$ cat src/rtl/kmsi_ram.sv
// Generic single-write, single-read RAM with a registered read port.
`timescale 1ns / 1ps
`default_nettype none
module kmsi_ram #(
  parameter int unsigned WIDTH = 8,
  parameter int unsigned DEPTH = 16
) (
  input  wire logic                     clk_i,
  input  wire logic                     we_i,
  input  wire logic [$clog2(DEPTH)-1:0] waddr_i,
  input  wire logic [WIDTH-1:0]         wdata_i,
  input  wire logic [$clog2(DEPTH)-1:0] raddr_i,
  output logic      [WIDTH-1:0]         rdata_o
);

  logic [WIDTH-1:0] mem_q [DEPTH];
  logic [WIDTH-1:0] rdata_q;

  // Write port and registered read port.
  always_ff @(posedge clk_i) begin
    if (we_i) begin
      mem_q[waddr_i] <= wdata_i;
    end
    rdata_q <= mem_q[raddr_i];
  end

  assign rdata_o = rdata_q;

endmodule
`default_nettype wire

$ cat config.mk
export PLATFORM = sky130hd
export DESIGN_NAME = kmsi_ram
export DESIGN_NICKNAME = d
export VERILOG_FILES = /design/src/rtl/kmsi_ram.sv
export SDC_FILE = /design/constraint.sdc
export NUM_CORES = 1
export LEC_CHECK = 0
export BUFFER_PORTS_ARGS = -buffer_cell sky130_fd_sc_hd__buf_2
export CAP_MARGIN = 20
export CORE_MARGIN = 2
export CORE_UTILIZATION = 26
export CTS_CLUSTER_DIAMETER = 80
export DETAILED_ROUTE_END_ITERATION = 16
export GPL_TIMING_DRIVEN = 0
export HOLD_SLACK_MARGIN = 0.1
export PLACE_DENSITY = 0.44
export SYNTH_ARGS = -nofsm -noshare
export SYNTH_HDL_FRONTEND = slang
export SYNTH_SLANG_ARGS = --single-unit
$ cat constraint.sdc
create_clock -name clk_i -period 2.15 [get_ports clk_i]
set_clock_uncertainty 0.15 [all_clocks]
set_input_delay 0 -clock clk_i [delete_from_list [all_inputs] [get_ports clk_i]]
set_output_delay 0 -clock clk_i [all_outputs]
set_load 0.005 [all_outputs]
* After elaboration in Yosys (flattened, before gate mapping) *
Memories as Yosys holds them, arrays and structs flattened. A register that Yosys moved wholly into a read port is not among the register bits.
Cells that the tools add are included.

storage, ports and cells
  flip-flop bits (word level) = 0
  latch bits = 0
  bits in writable memories = 128
  ROM bits = 0
  output and inout bits = 8
  logic and storage cells = 3
  memories = 1

memories
  memory  words  bits a word  read ports  clocked after Yosys merged registers in  write ports  RTL line  RTL
  mem_q   16     8            1           1                                        1            16        logic [WIDTH-1:0] mem_q [DEPTH];

operators by class
  add/sub/neg operators = 0
  $mul = 0
  div/mod/pow operators = 0
  order comparisons = 0
  equality and inequality tests = 0
  shifts and indexed selects = 0
  mux-type cells = 2
  bitwise operators = 0
  reduce and logical (&&, ||, !) cells = 0

operators by type and width
  kind              count
  2-to-1 mux 1 bit  2

* Longest topological paths before layout *
Gate-level depths: netlist of the first run.

  depth in word-level cells = 2
  gate-level depth with buffers = 5

* Worst setup path after synthesis of the first run *
OpenSTA, ideal clock, no wires.

  path type = input-to-reg
  start point = input port waddr_i[2]
  end point = memory mem_q[0][0], enable pin
  setup time = 0.383 ns
  arrival time = 1.110 ns
  data required time = 1.617 ns
  setup slack = 0.507 ns
  stages on the path = 2
  path buffers = 0
  path through = or3b_2 > nor3_1

RTL lines
  element          RTL line  RTL
  start, declared  10        input wire logic [$clog2(DEPTH)-1:0] waddr_i,
  end, declared    16

Straight into the memory's write port.

* Worst setup path after layout of the first run *
  start point = input port waddr_i[2]
  end point = memory mem_q[8][4], enable pin

Straight into the memory's write port.

==> impl_metrics.yaml, run 1 <==
yosys:
  ys_seq_area_frac: 0.7778
  syn_area_per_cell_sq_um: 22.48
  syn_inst: 229
  yosys.area.top_type: "edfxtp_1"
  ys_warn_count: 0
  syn_area_sq_mm: 0.005147
  synth_nets: 247
  synthDominantCellAreaShare: 0.7467
  yosys-top-cells-area: "edfxtp_1, mux4_2, mux4_1, dfxtp_1, a22oi_1"
  synth_cell_types: 19
  ys_seq_elements: 136
setup_path:
  cp_slowest_cell: "dlygate4sd3_1"
  reg2reg_from: "mem_q[1][0]$_DFFE_PP_"
  crit_arrival_ps: 1950
  path_common_cell: "dlygate4sd3_1"
  cp_max_fo: 4
  cp.depth: 5
  critPathKind: "primary input to flip-flop"
  startpoint_type: "primary input"
  end_kind: "flip-flop"
  r2r_slack_ps: 430
  max_stage_delay_ps: 720
  crit_chain: "dlygate4sd3_1 -> buf_2 -> nand3b_1 -> nor3_1 -> dlygate4sd3_1"
  path_delay_family: "buffers and inverters"
  worstRegToRegCells: 3
  startpoint: "waddr_i[2]"
  cp_num_buf_inv: 3
  required_ps: 2100
  r2r_end: "rdata_o[0]$_DFF_P_"
global_route:
  antenna_found_initial: 0
  track_usage: 0.1181
  grt_max_degree: 17
  grt_pass1_wl_mm: 16.47
  grt_pass1_vias: 2604
  grt_overflow_total: 0
die:
  dieArea_sq_mm: 0.02094
  die_x_um: 144.7
  io_pins: 26
  fp.dieH_um: 144.7
  rows: 51
  start_util: 0.2645
  core_area_sq_mm: 0.01946
final_layout:
  final_cell_mix: "edfxtp_1, buf_2, dlygate4sd3_1"
  multi_input_area_sq_mm: 0.001062
  fillers: 1875
  seq_area_sq_mm: 0.004004
  drive_above_1_share: 0.2662
  diodes: 0
  final_nets: 313
  area_growth_pct: 23.72
  final_common_cell: "edfxtp_1"
timing:
  max_slew_margin: 0.4388
  drv_slew: 0
  finalSetupViolCount: 0
  final.setup.worst_slack_ps: 155.4
  whs_ps: 185.4
  period_needed_ps: 1995
  fin_crit_sh: 0.9277
  grt_setup_unrepaired: "no"
  final_hold_viol_count: 0
  fmax_ghz: 0.5013
  worst_pin_slew_ps: 838.7
placement:
  dp_hpwl_mm: 7.183
  place_ws_ps: 230.6
  io_buffers: 24
  place.gp.congestion: 0.8020
drt:
  dr.max_layer_used: "met4"
  drtIter0Drc: 170
  ant_nets: 0
  vias: 2460
  drt_pass1_iterations: 4
  drc: 0
  routedWlPerCell_um: 19.44
  drt-met1-wl_mm: 4.995
  routed-wl-met3_um: 731
  wl_met2_mm: 5.217
  drt_wl_total_mm: 11.14
  avgViaCountPerCell: 4.293
min_path:
  min_to: "rdata_o[4]$_DFF_P_"
  hold_path_depth: 4
  hp-class: "primary input to flip-flop"
  min_from: "raddr_i[2]"
clock_tree:
  htree_levels: 4
  clock_path_buffers: 2
  cts.root.buffer_cell: "clkbuf_16"
  cts_buffers: 17
  clkSinkCount: 136
  tritoncts: "yes"
  clkLatencyLatePin_ps: 410
  cts.clk_slew.worst_paths_ps: 50
status:
  outcome: "finished clean"
run:
  drv_cap: 0
power:
  vdd_drop_max_mv: 0.5506
  power_leakage_nw: 2.117
  power_per_cell_area_mw_per_mm2: 938.7
==> sequential cells by signal, summed over array words and instances, names as in the netlist <==
name	flops
mem_q	128
rdata_o	8
==> report_power, final <==
group          total, mW  switching [mW]  internal [mW]
Clock               2.68            1.01           1.67
Combinational      0.318           0.179          0.139
Sequential          2.98          0.0140           2.97
==> through the flow <==
stage | total power, mW | util | TNS (ps) | instances | area, sq um
after floorplan | 3.184 | - | 0 | 229 | 5147
after global placement | 3.327 | 0.2877 | -1565 | 518 | 5599
after detailed placement | 3.334 | 0.2890 | 0 | 521 | 5624
after CTS | 6.033 | 0.3272 | 0 | 573 | 6369
after global routing | 6.192 | 0.3272 | 0 | 573 | 6369
final | 5.978 | 0.3272 | 0 | 573 | 6369
==> area by class of cell <==
cell class | instances | share of cell area
plain buffers | 10 | 0.01356
clock buffers | 19 | 0.06798
clock inverters | 13 | 0.01749
multi-input cells | 83 | 0.1668
flip-flops and latches | 136 | 0.6287
well taps | 265 | 0.05206
repair buffers | 47 | 0.05344
==> synth_stat cells <==
library cell     count
mux4_2              18
buf_2                3
buf_6                3
and2b_1              1
a22oi_1             16
dfxtp_1              8
nand3b_1             2
buf_4                1
nor2_1              13
nor2b_1              1
or3b_2               1
nor3_1               4
mux4_1              14
and2_1               1
nand2b_1             2
clkdlybuf4s25_2      3
nand2_1              9
edfxtp_1           128
nand3_1              1
==> metal layers <==
layer / vias to the layer above / track usage
met2: 64 / 0.1851
met5: - / 0
li1: 1104 / -
met4: 0 / 0.04599
met1: 1275 / 0.1473
met3: 17 / 0.04705
==> how the worst max path moves through the flow <==
| stage | slack (ps) | to |
|---|---|---|
| 2_1_floorplan | 510 | mem_q[0][0]$_DFFE_PP_ |
| 3_3_place_gp | -200 | mem_q[0][2]$_DFFE_PP_ |
| 3_5_place_dp | 230 | mem_q[3][2]$_DFFE_PP_ |
| 4_1_cts | 110 | mem_q[3][0]$_DFFE_PP_ |
| 5_1_grt | 50 | mem_q[3][0]$_DFFE_PP_ |
| 6_report | 160 | mem_q[8][4]$_DFFE_PP_ |
==> worst register-to-register path: cells and delay by family (launching register included) <==
| kind | cells | cell delay, ps |
|---|---|---|
| and+or+nand+nor | 1 | 170 |
| AOI/OAI and AO/OA | 1 | 360 |
| muxes | 1 | 530 |
| DFF | 1 | 360 |
==> cells by family after synthesis <==
| logic type | count (synthesis) | share of synthesized area |
|---|---|---|
| flops | 136 | 0.7778 |
| simple gates | 35 | 0.03184 |
| mux | 32 | 0.1502 |
| compound gates | 16 | 0.02334 |
| buf+inv | 10 | 0.01677 |
==> repair_timing <==
action	in CTS	in global routing
resized for setup	0	0
hold endpoints to repair	153	0
buffers inserted	0	0
hold buffers	20	0
Note: power is estimated with default switching activity, not from simulation.
==> run 2, diff against run 1 <==
--- a/config.mk
+++ b/config.mk
@@ -7,13 +7,14 @@
 export LEC_CHECK = 0
 export BUFFER_PORTS_ARGS = -buffer_cell sky130_fd_sc_hd__buf_2
 export CAP_MARGIN = 20
-export CORE_MARGIN = 2
-export CORE_UTILIZATION = 26
+export CORE_ASPECT_RATIO = 0.8
+export CORE_MARGIN = 10
+export CORE_UTILIZATION = 46
 export CTS_CLUSTER_DIAMETER = 80
 export DETAILED_ROUTE_END_ITERATION = 16
 export GPL_TIMING_DRIVEN = 0
 export HOLD_SLACK_MARGIN = 0.1
-export PLACE_DENSITY = 0.44
+export PLACE_DENSITY = 0.67
 export SYNTH_ARGS = -nofsm -noshare
 export SYNTH_HDL_FRONTEND = slang
 export SYNTH_SLANG_ARGS = --single-unit
==> run 2 against run 1 <==
Effect of this change:
- non-clock buffer count grew 6
- final cell count decreased by 20%
- global-route usage rose by 2.1 points
- die area is 24% lower
- clock power up 20%
- sequential share of layout area fell by 0.11 points
==> impl_metrics.yaml, run 2 (synthesis results as in run 1) <==
setup_path:
  crit_arrival_ps: 1870
  startpoint_type: "primary input"
  max_stage_delay_ps: 630
  end_kind: "flip-flop"
  critPathKind: "primary input to flip-flop"
  required_ps: 2030
  cp_max_fo: 8
  path_delay_family: "simple AND/OR/NAND/NOR gates"
  cp_slowest_cell: "nor2_1"
  cp_num_buf_inv: 2
  crit_chain: "buf_2 -> or3b_2 -> dlygate4sd3_1 -> nor2_1"
timing:
  drv_slew: 0
  worst_pin_slew_ps: 857.8
  period_needed_ps: 1988
  grt_setup_unrepaired: "no"
  max_slew_margin: 0.4260
  fin_setup_tns_ps: 0
  fin_crit_sh: 0.9245
  finalSetupViolCount: 0
  final_hold_viol_count: 0
  fmax_ghz: 0.5031
die:
  core_area_sq_mm: 0.01089
  io_pins: 26
  fp.dieH_um: 114.6
  dieArea_sq_mm: 0.01585
  start_util: 0.4727
  die_x_um: 138.3
  rows: 34
clock_tree:
  clkSinkCount: 136
  postCtsSetupRepairBufs: 0
  clock_path_buffers: 2
  htree_levels: 4
  cts.root.buffer_cell: "clkbuf_16"
  clkLatencyLatePin_ps: 410
  cts.clk_slew.worst_paths_ps: 60
  cts_buffers: 17
  tritoncts: "yes"
drt:
  routedWlPerCell_um: 22.85
  avgViaCountPerCell: 5.539
  drt_pass1_iterations: 4
  drc: 0
  drt_wl_total_mm: 10.47
  drtIter0Drc: 253
  ant_nets: 0
  vias: 2537
power:
  power_frac_comb: 0.049
  swShare: 0.1900
  p_int_mw: 5.267
  vdd_drop_max_mv: 0.9471
  power_switching_mw: 1.236
  power_per_cell_area_mw_per_mm2: 1019
  seqPwrFrac: 0.458
  power.share.clock: 0.493
  power_leakage_nw: 2.187
placement:
  place.gp.congestion: 0.6828
  io_buffers: 24
  dp_hpwl_mm: 6.557
  dp_cells: 401
final_layout:
  final_cell_mix: "edfxtp_1, buf_2, dlygate4sd3_1"
  final_common_cell: "edfxtp_1"
  area_growth_pct: 23.94
  postLayoutCoreUtil: 0.5858
  drive_above_1_share: 0.2771
  final_nets: 319
  diodes: 0
  fillers: 843
  largest_register_ffs: 128
  top_register: "mem_q"
  fin_cells: 458
global_route:
  grt_pass1_vias: 2663
  grt_overflow_total: 0
  track_usage: 0.1388
  grt_pass1_wl_mm: 16.26
  antenna_found_initial: 0
  grt_max_degree: 17
status:
  outcome: "finished clean"
run:
  drv_cap: 0
min_path:
  hp-class: "primary input to flip-flop"
[run 2: changes by cell type in the layout (fill, tap and decap cells not counted), sizes merged]
| cell | before | now |
|---|---|---|
| clkinv | 10 | 8 |
| dlygate4sd3 | 20 | 25 |
| buf | 34 | 35 |
| bufinv | 2 | 6 |
| clkbuf | 19 | 17 |
[run 2: path summary, 6_finish.rpt]
kind / start / end / slack [ps] / depth (start not counted)
max: waddr_i[2] / mem_q[2][5]$_DFFE_PP_ / 160 / 4
min: waddr_i[2] / mem_q[7][7]$_DFFE_PP_ / 120 / 3
max reg2reg: mem_q[3][7]$_DFFE_PP_ / rdata_o[7]$_DFF_P_ / 170 / 4
min reg2reg: mem_q[10][0]$_DFFE_PP_ / rdata_o[0]$_DFF_P_ / 540 / 3
[run 2: area by class of cell]
type | instances | area, sq um | area share
flip-flops and latches | 136 | 4004 | 0.6276
multi-input cells | 83 | 1060 | 0.1661
clock buffers | 17 | 425.4 | 0.06668
repair buffers | 53 | 392.9 | 0.06158
clock inverters | 15 | 231.5 | 0.03628
well taps | 144 | 180.2 | 0.02824
plain buffers | 10 | 86.33 | 0.01353
[run 2: worst min-delay path, stage by stage]
cell	delay, ps
buf_2	120
nand3b_1	140
nor2_1	200
[run 2: timing repair]
action,CTS,global route
hold buffers,25,0
endpoints found under the setup margin,0,8
hold endpoints to repair,192,0
resized for setup,0,1
[run 2: per-layer routing]
layer,vias to the layer above,track usage,routed length (um)
li1,1125,-,-
met1,1312,0.1940,4830
met2,87,0.2030,4769
met3,13,0.04146,729
met4,0,0.04698,138
met5,-,0,0
[run 2: power by group through the flow]
stage	Combinational [mW]	Clock, mW	Sequential [mW]
final	0.318	3.21	2.98
after CTS	0.322	3.26	2.98
after detailed placement	0.288	0	3.03
after floorplan	0.150	0	3.03
after global placement	0.281	0	3.03
after global routing	0.348	3.37	2.98
[run 2: stage by stage]
step           hold WS [ps]  worst slack [ps]  instance area, sq um  power (mW)
6_report              120.5             162.2                  6380       6.503
5_1_grt               159.3             39.17                  6380       6.703
4_1_cts               116.1             62.91                  6377       6.560
3_5_place_dp          233.9             294.5                  5470       3.322
3_3_place_gp          234.6            -53.45                  5448       3.311
2_1_floorplan        -51.13             507.1                  5147       3.184
